===== src/design/sfr_pkg.sv =====
// ----------------------------------------------------------------------------
// sfr_pkg: shared types and constants of the stuffed frame receiver
// Parse phases, event codes, register indexes and field widths.
// ----------------------------------------------------------------------------
package sfr_pkg;

  localparam int MaxPayload = 1024;
  localparam int CountW     = $clog2(MaxPayload + 2);
  localparam int ByteW      = 8;
  localparam int KindW      = 3;
  localparam int LenW       = 11;
  localparam int CfgIdxW    = 3;

  localparam logic [CountW-1:0] CountLimit = CountW'(MaxPayload + 1);

  typedef logic [ByteW-1:0] byte_t;

  typedef enum logic [2:0] {
    PH_FLAG = 3'd0,
    PH_ADDR = 3'd1,
    PH_CTRL = 3'd2,
    PH_HCHK = 3'd3,
    PH_DATA = 3'd4
  } phase_e;

  typedef enum logic [KindW-1:0] {
    EV_BYTE  = 3'd0,
    EV_GOOD  = 3'd1,
    EV_CHECK = 3'd2,
    EV_DUP   = 3'd3,
    EV_ABORT = 3'd4
  } event_e;

  typedef enum logic [CfgIdxW-1:0] {
    REG_FLAG       = 3'd0,
    REG_ESCAPE     = 3'd1,
    REG_STUFF_FLAG = 3'd2,
    REG_ESC_ESC    = 3'd3,
    REG_ADDRESS    = 3'd4,
    REG_CTRL_SEQ0  = 3'd5,
    REG_CTRL_SEQ1  = 3'd6
  } cfg_reg_e;

  localparam byte_t FlagReset    = 8'h7E;
  localparam byte_t EscapeReset  = 8'h7D;
  localparam byte_t EscFlagReset = 8'h5E;
  localparam byte_t EscEscReset  = 8'h5D;
  localparam byte_t AddressReset = 8'h03;
  localparam byte_t CtrlS0Reset  = 8'h00;
  localparam byte_t CtrlS1Reset  = 8'h80;

endpackage


===== src/design/sfr_if.sv =====
// ----------------------------------------------------------------------------
// sfr_rx_if / sfr_ev_if: valid/ready channels of the stuffed frame receiver
// Line byte channel in, event channel out.
// ----------------------------------------------------------------------------
interface sfr_rx_if;
  logic               valid;
  logic               ready;
  logic [7:0]         rx_byte;

  modport source (output valid, output rx_byte, input ready);
  modport sink   (input valid, input rx_byte, output ready);
endinterface

interface sfr_ev_if;
  logic               valid;
  logic               ready;
  logic [2:0]         event_kind;
  logic [7:0]         payload_byte;
  logic               reply_seq;
  logic [10:0]        payload_length;

  modport source (output valid, output event_kind, output payload_byte,
                  output reply_seq, output payload_length, input ready);
  modport sink   (input valid, input event_kind, input payload_byte,
                  input reply_seq, input payload_length, output ready);
endinterface


===== src/design/stuffed_frame_receiver.sv =====
// ----------------------------------------------------------------------------
// stuffed_frame_receiver: byte-stuffed information frame receiver
// Parses flag, address, control and header check, destuffs the data field,
// passes payload bytes one byte late and reports the frame outcome.
// ----------------------------------------------------------------------------
// An event is registered from its line byte and shows on the output in the
// cycle after that byte is accepted. One line byte per cycle unless the full
// output register stalls; the parse state updates in one pass. A single output
// register separates the sides; input is taken whenever it is empty or drained.
// Reset (async, active low) returns to waiting for an opening flag, clears
// sequence state and loads the default byte values into all config registers.
module stuffed_frame_receiver (
  input  logic                        clk_i,
  input  logic                        rst_ni,
  sfr_rx_if.sink                      rx_if,
  sfr_ev_if.source                    ev_if,
  input  logic                        cfg_we_i,
  input  logic [sfr_pkg::CfgIdxW-1:0] cfg_index_i,
  input  logic [sfr_pkg::ByteW-1:0]   cfg_data_i
);

  // configuration
  sfr_pkg::byte_t flag_q, esc_q, stuff_flag_q, esc_esc_q, addr_q, ctrl0_q, ctrl1_q;

  // parse state
  sfr_pkg::phase_e             phase_q, phase_d;
  logic                        esc_pend_q, esc_pend_d;
  logic                        frame_seq_q, frame_seq_d;
  logic                        exp_seq_q, exp_seq_d;
  sfr_pkg::byte_t              held_q, held_d;
  logic [sfr_pkg::CountW-1:0]  count_q, count_d;
  sfr_pkg::byte_t              xor_q, xor_d;

  // output register
  logic                        out_valid_q;
  sfr_pkg::event_e             kind_q;
  sfr_pkg::byte_t              obyte_q;
  logic                        oseq_q;
  logic [sfr_pkg::LenW-1:0]    olen_q;

  // result of this byte
  logic                        res_valid;
  sfr_pkg::event_e             res_kind;
  sfr_pkg::byte_t              res_byte;
  logic                        res_seq;
  logic [sfr_pkg::LenW-1:0]    res_len;

  logic                        accept;
  sfr_pkg::byte_t              b;
  logic                        is_flag, is_esc, is_ctrl0, is_ctrl1, seq_b;
  logic                        hchk_ok, bad_esc, closing, esc_start, room;
  sfr_pkg::byte_t              dest_byte;

  assign rx_if.ready = !out_valid_q || ev_if.ready;
  assign accept      = rx_if.valid && rx_if.ready;
  assign b           = rx_if.rx_byte;

  assign is_flag   = (b == flag_q);
  assign is_esc    = (b == esc_q);
  assign is_ctrl0  = (b == ctrl0_q);
  assign is_ctrl1  = (b == ctrl1_q);
  assign seq_b     = !is_ctrl0;   // both equal counts as sequence zero
  assign hchk_ok   = (b == (addr_q ^ (frame_seq_q ? ctrl1_q : ctrl0_q)));
  assign closing   = !esc_pend_q && is_flag;
  assign esc_start = !esc_pend_q && is_esc;
  assign bad_esc   = esc_pend_q && (b != stuff_flag_q) && (b != esc_esc_q);
  assign room      = (count_q < sfr_pkg::CountLimit);

  always_comb begin
    if (!esc_pend_q) begin
      dest_byte = b;
    end else if (b == stuff_flag_q) begin
      dest_byte = flag_q;
    end else begin
      dest_byte = esc_q;
    end
  end

  // next state
  always_comb begin
    phase_d     = phase_q;
    esc_pend_d  = esc_pend_q;
    frame_seq_d = frame_seq_q;
    exp_seq_d   = exp_seq_q;
    held_d      = held_q;
    count_d     = count_q;
    xor_d       = xor_q;
    if (accept) begin
      unique case (phase_q)
        sfr_pkg::PH_FLAG: begin
          if (is_flag) begin
            phase_d    = sfr_pkg::PH_ADDR;
            esc_pend_d = 1'b0;
            held_d     = '0;
            count_d    = '0;
            xor_d      = '0;
          end
        end
        sfr_pkg::PH_ADDR: begin
          phase_d = (b == addr_q) ? sfr_pkg::PH_CTRL : sfr_pkg::PH_FLAG;
        end
        sfr_pkg::PH_CTRL: begin
          phase_d = sfr_pkg::PH_FLAG;
          if ((is_ctrl0 || is_ctrl1) && (seq_b == exp_seq_q)) begin
            frame_seq_d = seq_b;
            phase_d     = sfr_pkg::PH_HCHK;
          end
        end
        sfr_pkg::PH_HCHK: begin
          phase_d = hchk_ok ? sfr_pkg::PH_DATA : sfr_pkg::PH_FLAG;
        end
        sfr_pkg::PH_DATA: begin
          if (closing) begin
            phase_d    = sfr_pkg::PH_FLAG;
            esc_pend_d = 1'b0;
            held_d     = '0;
            count_d    = '0;
            xor_d      = '0;
            if ((count_q != '0) && (xor_q == held_q)) begin
              exp_seq_d = !exp_seq_q;
            end
          end else if (esc_start) begin
            esc_pend_d = 1'b1;
          end else if (bad_esc || !room) begin
            phase_d    = sfr_pkg::PH_FLAG;
            esc_pend_d = 1'b0;
            held_d     = '0;
            count_d    = '0;
            xor_d      = '0;
          end else begin
            esc_pend_d = 1'b0;
            if (count_q != '0) begin
              xor_d = xor_q ^ held_q;
            end
            held_d  = dest_byte;
            count_d = count_q + 1'b1;
          end
        end
        default: begin
          phase_d    = sfr_pkg::PH_FLAG;
          esc_pend_d = 1'b0;
          held_d     = '0;
          count_d    = '0;
          xor_d      = '0;
        end
      endcase
    end
  end

  // event produced by this byte
  always_comb begin
    res_valid = 1'b0;
    res_kind  = sfr_pkg::EV_BYTE;
    res_byte  = '0;
    res_seq   = 1'b0;
    res_len   = '0;
    unique case (phase_q)
      sfr_pkg::PH_CTRL: begin
        if ((is_ctrl0 || is_ctrl1) && (seq_b != exp_seq_q)) begin
          res_valid = 1'b1;
          res_kind  = sfr_pkg::EV_DUP;
          res_seq   = exp_seq_q;
        end
      end
      sfr_pkg::PH_DATA: begin
        if (closing) begin
          res_valid = 1'b1;
          if (count_q == '0) begin
            res_kind = sfr_pkg::EV_ABORT;
          end else if (xor_q == held_q) begin
            res_kind = sfr_pkg::EV_GOOD;
            res_seq  = !frame_seq_q;
            res_len  = sfr_pkg::LenW'(count_q - 1'b1);
          end else begin
            res_kind = sfr_pkg::EV_CHECK;
            res_seq  = exp_seq_q;
          end
        end else if (esc_start) begin
          res_valid = 1'b0;
        end else if (bad_esc || !room) begin
          res_valid = 1'b1;
          res_kind  = sfr_pkg::EV_ABORT;
        end else if (count_q != '0) begin
          // pass the previous data byte on; the last one is the check byte
          res_valid = 1'b1;
          res_kind  = sfr_pkg::EV_BYTE;
          res_byte  = held_q;
        end
      end
      default: begin
        res_valid = 1'b0;
      end
    endcase
  end

  always_ff @(posedge clk_i or negedge rst_ni) begin
    if (!rst_ni) begin
      flag_q       <= sfr_pkg::FlagReset;
      esc_q        <= sfr_pkg::EscapeReset;
      stuff_flag_q <= sfr_pkg::EscFlagReset;
      esc_esc_q    <= sfr_pkg::EscEscReset;
      addr_q       <= sfr_pkg::AddressReset;
      ctrl0_q      <= sfr_pkg::CtrlS0Reset;
      ctrl1_q      <= sfr_pkg::CtrlS1Reset;
    end else if (cfg_we_i) begin
      unique case (cfg_index_i)
        sfr_pkg::REG_FLAG:       flag_q       <= cfg_data_i;
        sfr_pkg::REG_ESCAPE:     esc_q        <= cfg_data_i;
        sfr_pkg::REG_STUFF_FLAG: stuff_flag_q <= cfg_data_i;
        sfr_pkg::REG_ESC_ESC:    esc_esc_q    <= cfg_data_i;
        sfr_pkg::REG_ADDRESS:    addr_q       <= cfg_data_i;
        sfr_pkg::REG_CTRL_SEQ0:  ctrl0_q      <= cfg_data_i;
        sfr_pkg::REG_CTRL_SEQ1:  ctrl1_q      <= cfg_data_i;
        default: ;
      endcase
    end
  end

  always_ff @(posedge clk_i or negedge rst_ni) begin
    if (!rst_ni) begin
      phase_q     <= sfr_pkg::PH_FLAG;
      esc_pend_q  <= 1'b0;
      frame_seq_q <= 1'b0;
      exp_seq_q   <= 1'b0;
      held_q      <= '0;
      count_q     <= '0;
      xor_q       <= '0;
      out_valid_q <= 1'b0;
    end else begin
      phase_q     <= phase_d;
      esc_pend_q  <= esc_pend_d;
      frame_seq_q <= frame_seq_d;
      exp_seq_q   <= exp_seq_d;
      held_q      <= held_d;
      count_q     <= count_d;
      xor_q       <= xor_d;
      if (accept) begin
        out_valid_q <= res_valid;
      end else if (ev_if.ready) begin
        out_valid_q <= 1'b0;
      end
    end
  end

  // event payload, loaded only with a new event
  always_ff @(posedge clk_i) begin
    if (accept && res_valid) begin
      kind_q  <= res_kind;
      obyte_q <= res_byte;
      oseq_q  <= res_seq;
      olen_q  <= res_len;
    end
  end

  assign ev_if.valid          = out_valid_q;
  assign ev_if.event_kind     = kind_q;
  assign ev_if.payload_byte   = obyte_q;
  assign ev_if.reply_seq      = oseq_q;
  assign ev_if.payload_length = olen_q;

endmodule

===== src/flat_wrapper.sv =====
// flat-port wrapper written by rule: the top's interface ports become plain ports
module stuffed_frame_receiver_flat 
  (clk_i, rst_ni, cfg_we_i, cfg_index_i, cfg_data_i, rx_if_valid, rx_if_rx_byte, rx_if_ready, ev_if_valid, ev_if_event_kind, ev_if_payload_byte, ev_if_reply_seq, ev_if_payload_length, ev_if_ready);
  sfr_rx_if rx_if_i ();
  sfr_ev_if ev_if_i ();
  input  logic clk_i;
  input  logic rst_ni;
  input  logic cfg_we_i;
  input  logic [sfr_pkg::CfgIdxW-1:0] cfg_index_i;
  input  logic [sfr_pkg::ByteW-1:0] cfg_data_i;
  input wire logic [$bits(rx_if_i.valid)-1:0] rx_if_valid;
  input wire logic [$bits(rx_if_i.rx_byte)-1:0] rx_if_rx_byte;
  output wire logic [$bits(rx_if_i.ready)-1:0] rx_if_ready;
  output wire logic [$bits(ev_if_i.valid)-1:0] ev_if_valid;
  output wire logic [$bits(ev_if_i.event_kind)-1:0] ev_if_event_kind;
  output wire logic [$bits(ev_if_i.payload_byte)-1:0] ev_if_payload_byte;
  output wire logic [$bits(ev_if_i.reply_seq)-1:0] ev_if_reply_seq;
  output wire logic [$bits(ev_if_i.payload_length)-1:0] ev_if_payload_length;
  input wire logic [$bits(ev_if_i.ready)-1:0] ev_if_ready;
  assign rx_if_i.valid = rx_if_valid;
  assign rx_if_i.rx_byte = rx_if_rx_byte;
  assign rx_if_ready = rx_if_i.ready;
  assign ev_if_valid = ev_if_i.valid;
  assign ev_if_event_kind = ev_if_i.event_kind;
  assign ev_if_payload_byte = ev_if_i.payload_byte;
  assign ev_if_reply_seq = ev_if_i.reply_seq;
  assign ev_if_payload_length = ev_if_i.payload_length;
  assign ev_if_i.ready = ev_if_ready;
  stuffed_frame_receiver u_core (.clk_i(clk_i), .rst_ni(rst_ni), .rx_if(rx_if_i), .ev_if(ev_if_i), .cfg_we_i(cfg_we_i), .cfg_index_i(cfg_index_i), .cfg_data_i(cfg_data_i));
endmodule

===== config.mk =====
export PLATFORM = sky130hd
export DESIGN_NAME = stuffed_frame_receiver_flat
export DESIGN_NICKNAME = d
export VERILOG_FILES = /design/src/design/sfr_pkg.sv /design/src/design/sfr_if.sv /design/src/design/stuffed_frame_receiver.sv /design/src/flat_wrapper.sv
export SDC_FILE = /design/constraint.sdc
export NUM_CORES = 1
export LEC_CHECK = 0
export BUFFER_PORTS_ARGS = -buffer_cell sky130_fd_sc_hd__buf_4
export CELL_PAD_IN_SITES_DETAIL_PLACEMENT = 1
export CELL_PAD_IN_SITES_GLOBAL_PLACEMENT = 1
export CORE_AREA = 2 2 119 109
export CTS_BUF_LIST = sky130_fd_sc_hd__clkbuf_8
export DETAILED_ROUTE_END_ITERATION = 6
export DIE_AREA = 0 0 121 111
export GPL_TIMING_DRIVEN = 0
export HOLD_SLACK_MARGIN = 0.08
export PLACE_DENSITY_LB_ADDON = 0.1
export SYNTH_ARGS = -nofsm -noshare
export SYNTH_HDL_FRONTEND = slang
export SYNTH_SLANG_ARGS = --single-unit

===== constraint.sdc =====
create_clock -name clk_i -period 4.15 [get_ports clk_i]
set_clock_uncertainty 0.2 [all_clocks]
set_input_delay 0.83 -clock clk_i [delete_from_list [all_inputs] [get_ports clk_i]]
set_output_delay 0.83 -clock clk_i [all_outputs]
set_load 0.02 [all_outputs]

## Word-level counts from Yosys, hierarchy flattened

Cells that the tools add are included.

- Bitwise logic cells: 7
- Equal/unequal tests: 26
- Order comparisons: 1
- Mux-type cells: 50
- Add/subtract/negate cells: 2
- Reductions and logical operators: 39

Operator list:

| cell | number |
|---|---|
| $mux 8 | 11 |
| $eq 8x8->1 | 8 |
| $pmux 8 s3 | 2 |
| $mux 11 | 4 |
| $pmux 11 s3 | 1 |
| $mux 3 | 9 |
| $ne 8x8->1 | 2 |
| $xor 8x8->8 | 2 |
| $pmux 3 s5 | 1 |
| $mux 1 | 14 |
| $reduce_and 2->1 | 7 |
| $eq 3x2->1 const B | 4 |
| $eq 3x3->1 const B | 4 |
| $reduce_and 4->1 | 3 |
| $add 11x1->11 const B | 1 |
| $logic_not 11->1 | 1 |
| $lt 11x11->1 const B | 1 |
| $reduce_bool 11->1 | 1 |
| $sub 11x1->11 const B | 1 |
| $logic_and 1x1->1 | 9 |
| $mux 2 | 4 |
| $eq 3x1->1 const B | 2 |
| $logic_not 1->1 | 6 |
| $logic_not 3->1 | 2 |
| 17 further kinds | 25 |

- Output and inout bits: 25
- Flip-flop bits (word level): 113
- Word-level logic and storage cells: 144
- Input port bits: 24

## Longest topological paths before layout

Gate-level depths: netlist of run 1.

- Depth after elaboration: 9
- Mapped depth: 10
- Mapped depth without buffers: 7

## Worst setup path after synthesis of run 1

OpenSTA, ideal clock, no wires.

- Path kind: input to register
- From: input port rx_if_rx_byte[4]
- To: register u_core.kind_q[0] (netlist: u_core.ev_if.event_kind[0]) (enable)
- Stages on the path: 8
- Path buffers: 1
- Setup slack: 587 ps
- Arrival: 2960 ps
- Library setup time: 403 ps
- Data required time: 3547 ps
- Cell sequence: buf_2 xnor2_1 nand4_1 nor2_1 ha_1 nand3b_1 o21a_1 nor2_1

- Word-level cells in the longest chain between the ends: 9

Ends and longest elaborated chain:

| element | RTL line | RTL |
|---|---|---|
| start, declared | flat_wrapper.sv:12 | `input wire logic [$bits(rx_if_i.rx_byte)-1:0] rx_if_rx_byte;` |
| $ne 8x8->1 | stuffed_frame_receiver.sv:66 | `assign bad_esc = esc_pend_q && (b != stuff_flag_q) && (b != esc_esc_q);` |
| $logic_and 1x1->1 (2 in a row) | stuffed_frame_receiver.sv:66 |  |
| $logic_or 1x1->1 | stuffed_frame_receiver.sv:180 | `end else if (bad_esc \|\| !room) begin` |
| $mux 1 | stuffed_frame_receiver.sv:180 |  |
| $mux 1 | stuffed_frame_receiver.sv:178 | `end else if (esc_start) begin` |
| $mux 1 | stuffed_frame_receiver.sv:166 | `if (closing) begin` |
| $pmux 1 s2 * | stuffed_frame_receiver.sv:157 | `unique case (phase_q)` |
| $logic_and 1x1->1 * | stuffed_frame_receiver.sv:247 | `if (accept && res_valid) begin` |
| end signal, assigned | stuffed_frame_receiver.sv:248 | `kind_q <= res_kind;` |
| end, declared | stuffed_frame_receiver.sv:36 | `sfr_pkg::event_e kind_q;` |

Mark *: on every way between the ends. The rest lies on a longest branch, timed or not.
A chain may end at the register's enable or synchronous reset.

## Worst setup path after layout of run 1

- From: input port rx_if_rx_byte[7]
- To: register u_core.obyte_q[7] (netlist: u_core.ev_if.payload_byte[7]) (data pin)

- Word-level cells in the longest chain between the ends: 5

Ends and longest elaborated chain:

| element | RTL line | RTL |
|---|---|---|
| $ne 8x8->1 | stuffed_frame_receiver.sv:66 |  |
| $logic_and 1x1->1 (2 in a row) | stuffed_frame_receiver.sv:66 |  |
| $logic_or 1x1->1 | stuffed_frame_receiver.sv:180 |  |
| $reduce_or 5->1 (no source line) * | n/a |  |
| end signal, assigned | stuffed_frame_receiver.sv:249 | `obyte_q <= res_byte;` |
| end, declared | stuffed_frame_receiver.sv:37 | `sfr_pkg::byte_t obyte_q;` |

Marked as above.

==> results of run 1 <==
## placed cells by master, fill, tap and decap left out, types with 3 or more instances in the layout
| cell type | count |
|---|---|
| edfxtp_1 | 23 |
| nand2_1 | 18 |
| nor2_1 | 26 |
| xnor2_1 | 50 |
| nand2b_1 | 3 |
| and3_1 | 5 |
| clkbuf_8 | 25 |
| dfstp_2 | 25 |
| mux2_2 | 56 |
| buf_4 | 40 |
| dfrtp_1 | 65 |
| a22o_1 | 24 |
| and2_1 | 21 |
| nor4_1 | 8 |
| buf_2 | 4 |
| nand4b_1 | 5 |
| a21oi_1 | 13 |
| clkinv_2 | 4 |
| nand3_1 | 7 |
| mux2i_1 | 17 |
| xor2_1 | 29 |
| nor3_1 | 8 |
| nor2b_1 | 14 |
| o21ai_0 | 24 |
| buf_6 | 6 |
| nand4_1 | 11 |
| inv_1 | 6 |
| clkbuf_1 | 14 |
| ha_1 | 4 |
## cells by family (layout without fill, tap and decap cells)
kind of cell,Yosys count,after routing,synth area share
simple gates,142,142,0.134
flops,113,113,0.495
xor+xnor,79,79,0.115
compound gates,76,76,0.0863
mux,73,73,0.133
buf+inv,29,100,0.0277
fa+ha+maj,4,4,0.00834
## area by class of cell
class                           instances  area (sq um)
Tap cell                              164           205
Sequential cell                       113          2970
Clock buffer                           25           344
Inverter                                3          11.3
Timing Repair Buffer                   39           300
Buffer                                 26           155
Clock inverter                          7          31.3
Multi-Input combinational cell        374          2880
Fill cell                            1313          5450
## power breakdown
group          internal, mW  switching, mW
logic                 0.256          0.256
registers              1.30          0.116
clock network         0.530          0.424
## routing by layer
metal | vias up | global-route usage
met1 | 2141 | 0.316
met5 | - | 0
met2 | 57 | 0.361
met3 | 17 | 0.0597
li1 | 1964 | -
met4 | 0 | 0.0845
## worst reg2reg max path, cell delays in order, from the launching register on
cell	delay, ps
dfrtp_1	360
clkbuf_1	220
nor4_1	500
nand3_1	160
and2_1	250
nor4b_1	1120
and2_1	260
## through the flow
step | utilization | setup slack [ps] | std cells | setup TNS (ps)
floorplan | - | 587 | 516 | 0
global placement | 0.526 | -99.5 | 718 | -2220
detailed placement | 0.527 | 385 | 719 | 0
CTS | 0.558 | 864 | 751 | 0
global route | 0.559 | 631 | 751 | 0
finish | 0.559 | 834 | 751 | 0
## Yosys cell counts (4+ instances only)
cell,n
a21oi_1,13
a22o_1,24
and2_1,21
and3_1,5
buf_2,4
buf_6,6
clkbuf_1,14
dfrtp_1,65
dfstp_2,25
edfxtp_1,23
ha_1,4
mux2_2,56
mux2i_1,17
nand2_1,18
nand3_1,7
nand4_1,11
nand4b_1,5
nor2_1,27
nor2b_1,14
nor3_1,8
nor4_1,8
o21ai_0,24
xnor2_1,50
xor2_1,29
## registers in the layout, summed over array words and instances (netlist names), 8 cells and up
register and count:
u_core.ev_if.payload_byte 8, u_core.flag_q 8, u_core.ctrl1_q 8, u_core.xor_q 8, u_core.addr_q 8, u_core.esc_q 8
u_core.esc_esc_q 8, u_core.ev_if.payload_length 11, u_core.stuff_flag_q 8, u_core.count_q 11, u_core.held_q 8, u_core.ctrl0_q 8
## final timing paths
path | end | startpoint | slack, ps
max | u_core.ev_if.payload_byte[7]$_SDFFCE_PP0P_ | rx_if_rx_byte[7] | 830
min | u_core.exp_seq_q$_DFFE_PN0P_ | u_core.exp_seq_q$_DFFE_PN0P_ | 300
max reg2reg | u_core.ev_if.payload_byte[7]$_SDFFCE_PP0P_ | u_core.count_q[7]$_DFFE_PN0P_ | 940
min reg2reg | u_core.exp_seq_q$_DFFE_PN0P_ | u_core.exp_seq_q$_DFFE_PN0P_ | 300
max in group asynchronous | u_core.stuff_flag_q[5]$_DFFE_PN0P_ | rst_ni | 2600
min in group asynchronous | u_core.ctrl1_q[1]$_DFFE_PN0P_ | rst_ni | 390
==> results.sh, run 1 <==
export IMPL_path_clk_slew_ps=70
export IMPL_crit_buf_inv=1
export IMPL_required_ps=4260
export IMPL_fin_crit_sh=0.799
export IMPL_met3_wirelength_microns=441
export IMPL_ant_nets=0
export IMPL_drive_gt1_frac=0.293
export IMPL_drt_iter0_drc=142
export IMPL_synthArstFlopShare=0.796
export IMPL_synth_edff_count=23
export IMPL_slowest_delay_ps=1050
export IMPL_die_h_microns=111
export IMPL_leakage_nw=2.83
export IMPL_cts_sinks=113
export IMPL_grt_pass1_vias=4404
export IMPL_rsz0062_at_grt="no"
export IMPL_hold_depth=1
export IMPL_routed_top_layer="met4"
export IMPL_overflow=0
export IMPL_num_rows=39
export IMPL_yosysSeqAreaShare=0.495
export IMPL_peakVddDrop_uv=270
export IMPL_cts_buffers=17
export IMPL_start_util=0.486
export IMPL_hp_class="reg -> reg"
export IMPL_die_area_sq_um=13400
export IMPL_antenna_found_initial=0
export IMPL_drt_total_wl_mm=14.4
export IMPL_arrival_ps=3430
export IMPL_num_antenna_cells=0
export IMPL_holdWs_ps=304
export IMPL_yosysWarnings=0
export IMPL_vias_per_cell=5.56
export IMPL_setup_viol=0
export IMPL_met2_length_mm=6.78
export IMPL_cts_path_max_buffers=2
export IMPL_crit_path_start_kind="input pin"
export IMPL_netlist_instances=516
export IMPL_end_kind="flop"
export IMPL_ctsResizeCount=0
export IMPL_io_buffers=38
export IMPL_gp_congestion=0.806
export IMPL_drt_met1_wl_mm=7.04
export IMPL_p_per_area_nw_per_um2=418
export IMPL_synth_top_area_share=0.271
export IMPL_crit_path_cell_trace="buf_2 > xor2_1 > nor4_1 > nand2_2 > and3_4 > nor4b_1 > and2_1"
export IMPL_slew_violations=0
export IMPL_synthTopCellsByArea="dfrtp_1 27%, edfxtp_1 12%, dfstp_2 11%, mux2_2 11%, xnor2_1 7.3%"
export IMPL_track_usage=0.233
export IMPL_ys_types=50
export IMPL_num_vias=4179
export IMPL_worstSetupPathType="in -> reg"
export IMPL_critPathMaxFanout=9
export IMPL_ys_ff_latch=113
export IMPL_cap_violations=0
export IMPL_post_cts_buffers=0
export IMPL_htreeDepth=4
export IMPL_areaGrowthSynthToFinish_pct=14.9
export IMPL_cts_tree="done"
export IMPL_drc=0
export IMPL_postCtsHoldBufs=0
export IMPL_stdcell_area_sq_um=6900
export IMPL_fin_crit_ps=3320
export IMPL_die_w_microns=121
export IMPL_yosysTopAreaCell="dfrtp_1"
export IMPL_totalPowerFinal_mw=2.88
export IMPL_synthFlopType="dfrtp_1"
export IMPL_clkLatencyLatePin_ps=450
export IMPL_drt_wirelength_per_cell_microns=19.2
export IMPL_reg2reg_depth=6
export IMPL_root_buffer="clkbuf_8"
export IMPL_crit_family="simple AND/OR/NAND/NOR gates"
export IMPL_grt_pass1_wl_mm=23.4
export IMPL_coreArea_sq_um=12300
export IMPL_status="complete, no violations"
export IMPL_dr_pass1_iters=4
export IMPL_syn_area_per_cell_sq_um=11.6
export IMPL_ios=49
export IMPL_nets=602
export IMPL_grt_max_degree=91
export IMPL_place_area_sq_um=6510
export IMPL_timing_fmax_mhz=302
export IMPL_hpwl_mm=10.2
export IMPL_syn_area_sq_um=6000
export IMPL_hold_viol_final=0
export IMPL_worst_pin_slew_ps=1400
export IMPL_slew_headroom=0.0576
export IMPL_worst_path_stages=7
export IMPL_cp_slowest_cell="nor4b_1"
export IMPL_syn_num_nets=544
Note: power is estimated with default switching activity, not from simulation.
==> inputs of run 2 (changes only) <==
- clock period: 4.15 -> 3.4 ns (I/O delays scaled with it)
==> results.sh, run 2 (synthesis gave the netlist of run 1 again) <==
export IMPL_clkLatencyLatePin_ps=450
export IMPL_stdcell_area_sq_um=6830
export IMPL_drc=0
export IMPL_status="complete, no violations"
export IMPL_cp_startpoint="u_core.flag_q[5]$_DFFE_PN1P_"
export IMPL_track_usage=0.239
export IMPL_dr_pass1_iters=4
export IMPL_hp_class="in -> async"
export IMPL_coreArea_sq_um=12300
export IMPL_cts_buffers=17
export IMPL_crit_path_cell_trace="xnor2_1 > nand4_1 > nor3_2 > nand2b_1 > o221a_2 > clkbuf_1 > o21ai_0 > a22o_1"
export IMPL_peakVddDrop_uv=310
export IMPL_fin_crit_ps=3100
export IMPL_crit_buf_inv=1
export IMPL_cts_path_max_buffers=2
export IMPL_drt_wirelength_per_cell_microns=19.6
export IMPL_htreeDepth=4
export IMPL_die_area_sq_um=13400
export IMPL_slowest_delay_ps=550
export IMPL_hpwl_mm=10.2
export IMPL_start_util=0.486
export IMPL_finalSetupTns_ps=0
export IMPL_num_rows=39
export IMPL_setup_viol=0
export IMPL_cts_sinks=113
export IMPL_ctsResizeCount=0
export IMPL_die_w_microns=121
export IMPL_grt_max_degree=91
export IMPL_worstSetupPathType="reg -> reg"
export IMPL_antenna_found_initial=1
export IMPL_post_cts_buffers=0
export IMPL_drt_iter0_drc=194
export IMPL_place_area_sq_um=6500
export IMPL_io_buffers=38
export IMPL_final_cell_mix="65 x dfrtp_1, 56 x mux2_2, 50 x xnor2_1"
export IMPL_grt_pass1_vias=4448
export IMPL_ios=49
export IMPL_post_route_util=0.553
export IMPL_worstReg2RegStart="u_core.flag_q[5]$_DFFE_PN1P_"
export IMPL_root_buffer="clkbuf_8"
export IMPL_overflow=0
export IMPL_grt_pass1_wl_mm=24.1
export IMPL_postCtsHoldBufs=0
export IMPL_path_clk_slew_ps=70
export IMPL_slew_violations=0
export IMPL_gp_congestion=0.828
export IMPL_cap_violations=0
export IMPL_slew_headroom=0.139
export IMPL_mostFrequentLayoutCell="dfrtp_1"
export IMPL_end_kind="flop"
export IMPL_drt_total_wl_mm=14.7
export IMPL_hold_viol_final=0
export IMPL_r2r_setup_slack_ps=300
export IMPL_vias_per_cell=5.52
export IMPL_cp_slowest_cell="dfstp_2"
export IMPL_rsz0062_at_grt="no"
export IMPL_fin_crit_sh=0.912
export IMPL_crit_path_start_kind="flop"
export IMPL_required_ps=3530
export IMPL_cts_tree="done"
export IMPL_p_per_area_nw_per_um2=492
export IMPL_leakage_nw=2.81
export IMPL_dp_slack_ps=-269
export IMPL_totalPowerFinal_mw=3.36
export IMPL_timing_fmax_mhz=323
export IMPL_num_vias=4148
export IMPL_arrival_ps=3230
export IMPL_nets=601
export IMPL_drive_gt1_frac=0.276
export IMPL_critPathMaxFanout=10
export IMPL_crit_family="simple AND/OR/NAND/NOR gates"
export IMPL_die_h_microns=111
export IMPL_areaGrowthSynthToFinish_pct=13.7
export IMPL_worst_pin_slew_ps=1290
export IMPL_ant_nets=0
export IMPL_finalWorstSetupSlack_ps=301
-- run 2: final timing paths --
check	to	cells after the start
max reg2reg	u_core.xor_q[6]$_DFFE_PN0P_	8
max	u_core.xor_q[6]$_DFFE_PN0P_	8
min in group clk_i	u_core.exp_seq_q$_DFFE_PN0P_	1
min reg2reg	u_core.exp_seq_q$_DFFE_PN0P_	1
min	u_core.ctrl1_q[0]$_DFFE_PN0P_	1
max in group asynchronous	u_core.stuff_flag_q[7]$_DFFE_PN0P_	1
-- run 2: stage by stage --
stage	std cells	hold WS, ps
after floorplan	516	184
after global placement	718	283
after detailed placement	718	295
after CTS	750	292
after global routing	751	320
final	751	240
-- run 2: metal layers --
metal / wire length (microns) / vias up / GRT usage
met5: 0 / - / 0
met4: 209 / 0 / 0.0853
met3: 427 / 16 / 0.0545
met2: 7090 / 65 / 0.373
met1: 6970 / 2100 / 0.327
li1: - / 1967 / -
-- run 2: area by class of cell --
class,instances,area (sq um)
fill,1332,5520
sequential,113,2970
multi-input combinational,374,2880
timing repair buffer,38,285
clock buffer,19,262
tap,164,205
buffer,26,155
clock inverter,13,50.0
inverter,3,11.3
antenna,1,2.50
-- run 2: power breakdown --
| part | switching (mW) | internal (mW) |
|---|---|---|
| clock network | 0.510 | 0.507 |
| registers | 0.138 | 1.58 |
| logic | 0.307 | 0.312 |
==> inputs of run 3 (changes only) <==
- PLACE_DENSITY: default -> 0.92
- PLACE_DENSITY_LB_ADDON: 0.1 -> default
==> results.sh, run 3 (synthesis gave the netlist of run 1 again) <==
export IMPL_peakVddDrop_uv=360
export IMPL_io_buffers=38
export IMPL_dr_pass1_iters=4
export IMPL_setup_viol=0
export IMPL_post_route_util=0.564
export IMPL_crit_path_start_kind="input pin"
export IMPL_path_clk_slew_ps=70
export IMPL_num_rows=39
export IMPL_hpwl_mm=10.8
export IMPL_power_net_switching_mw=1.03
export IMPL_finalSetupTns_ps=0
export IMPL_mostFrequentLayoutCell="dfrtp_1"
export IMPL_gp_congestion=0.862
export IMPL_finalWorstSetupSlack_ps=320
export IMPL_cp_startpoint="rx_if_rx_byte[7]"
export IMPL_cts_sinks=113
export IMPL_drt_wirelength_per_cell_microns=20.8
export IMPL_clkLatencyLatePin_ps=450
export IMPL_cts_tree="done"
export IMPL_cts_path_max_buffers=2
export IMPL_end_kind="flop"
export IMPL_grt_max_degree=91
export IMPL_fin_crit_ps=3080
export IMPL_worstReg2RegStart="u_core.esc_q[2]$_DFFE_PN1P_"
export IMPL_coreArea_sq_um=12300
export IMPL_cap_violations=0
export IMPL_dp_slack_ps=-222
export IMPL_required_ps=3560
export IMPL_slew_violations=0
export IMPL_postCtsHoldBufs=0
export IMPL_num_vias=4259
export IMPL_overflow=0
export IMPL_crit_path_cell_trace="buf_2 > xnor2_1 > nand3_1 > or4_1 > o221ai_1 > clkbuf_1 > a2bb2oi_1 > o31ai_2"
export IMPL_worstSetupPathType="in -> reg"
export IMPL_worst_pin_slew_ps=1430
export IMPL_grt_pass1_vias=4715
export IMPL_antenna_found_initial=0
export IMPL_die_h_microns=111
export IMPL_clock_power_share=0.376
export IMPL_reg2reg_depth=7
export IMPL_ant_nets=0
export IMPL_cts_buffers=17
export IMPL_hold_viol_final=0
export IMPL_drc=0
export IMPL_htreeDepth=4
export IMPL_start_util=0.486
export IMPL_root_buffer="clkbuf_8"
export IMPL_drive_gt1_frac=0.295
export IMPL_grt_pass1_wl_mm=25.4
export IMPL_timing_fmax_mhz=325
export IMPL_slowest_delay_ps=640
export IMPL_p_int_mw=2.76
export IMPL_nets=601
export IMPL_rsz0062_at_grt="no"
export IMPL_place_area_sq_um=6500
export IMPL_leakage_nw=2.84
export IMPL_totalPowerFinal_mw=3.80
export IMPL_status="complete, no violations"
export IMPL_final_cell_mix="65 x dfrtp_1, 56 x mux2_2, 50 x xnor2_1"
export IMPL_track_usage=0.250
export IMPL_slew_headroom=0.0430
export IMPL_power_frac_seq=0.455
export IMPL_critPathMaxFanout=10
export IMPL_arrival_ps=3240
export IMPL_die_area_sq_um=13400
export IMPL_drt_iter0_drc=225
export IMPL_areaGrowthSynthToFinish_pct=15.9
export IMPL_dp_cells=718
export IMPL_p_sw_frac=0.272
export IMPL_fin_crit_sh=0.906
export IMPL_instances_no_fill=750
export IMPL_cp_slowest_cell="o221ai_1"
export IMPL_drt_total_wl_mm=15.6
export IMPL_p_per_area_nw_per_um2=546
export IMPL_die_w_microns=121
export IMPL_comb_power_share=0.169
export IMPL_stdcell_area_sq_um=6960
export IMPL_hp_class="in -> async"
export IMPL_ios=49
export IMPL_holdWs_ps=236
export IMPL_vias_per_cell=5.68
export IMPL_num_antenna_cells=0
-- run 3: worst paths after layout --
path	slack [ps]	to
setup reg to reg	330	u_core.count_q[7]$_DFFE_PN0P_
hold / removal	240	u_core.esc_esc_q[7]$_DFFE_PN0P_
max in group asynchronous	2030	u_core.count_q[4]$_DFFE_PN0P_
setup / recovery	320	u_core.count_q[7]$_DFFE_PN0P_
min in group clk_i	300	u_core.ev_if.valid$_DFFE_PN0P_
hold reg to reg	320	u_core.exp_seq_q$_DFFE_PN0P_
-- run 3: layout make-up --
class                   instances  area (sq um)
plain buffers                  26           155
clock buffers                  21           289
clock inverters                11           158
fillers                      1305          5390
inverters                       3          11.3
multi-input cells             374          2880
flip-flops and latches        113          2970
well taps                     164           205
repair buffers                 38           285
-- run 3: routing by layer --
layer	global-route usage	vias to the layer above	wire, microns
met4	0.0876	0	244
met3	0.0581	20	570
met1	0.307	2179	6470
met5	0	-	0
li1	-	1967	-
met2	0.429	93	8330
-- run 3: critical path: cells and delay by family --
| family | cells | cell delay [ps] |
|---|---|---|
| buf+inv | 2 | 780 |
| compound gates | 3 | 890 |
| simple gates | 2 | 730 |
| xor+xnor | 1 | 160 |
-- run 3: what timing repair did --
item / 4_1_cts / 5_1_grt
setup buffers: 0 / 0
setup endpoints to repair: 0 / 31
resized for setup: 0 / 2
-- run 3: power groups by stage --
| stage | Combinational (mW) | Sequential [mW] | Clock [mW] |
|---|---|---|---|
| 3_3_place_gp | 0.591 | 1.73 | 0 |
| 4_1_cts | 0.647 | 1.73 | 1.45 |
| 3_5_place_dp | 0.635 | 1.75 | 0 |
| 6_report | 0.642 | 1.73 | 1.43 |
| 2_1_floorplan | 0.474 | 1.70 | 0 |
| 5_1_grt | 0.708 | 1.75 | 1.51 |
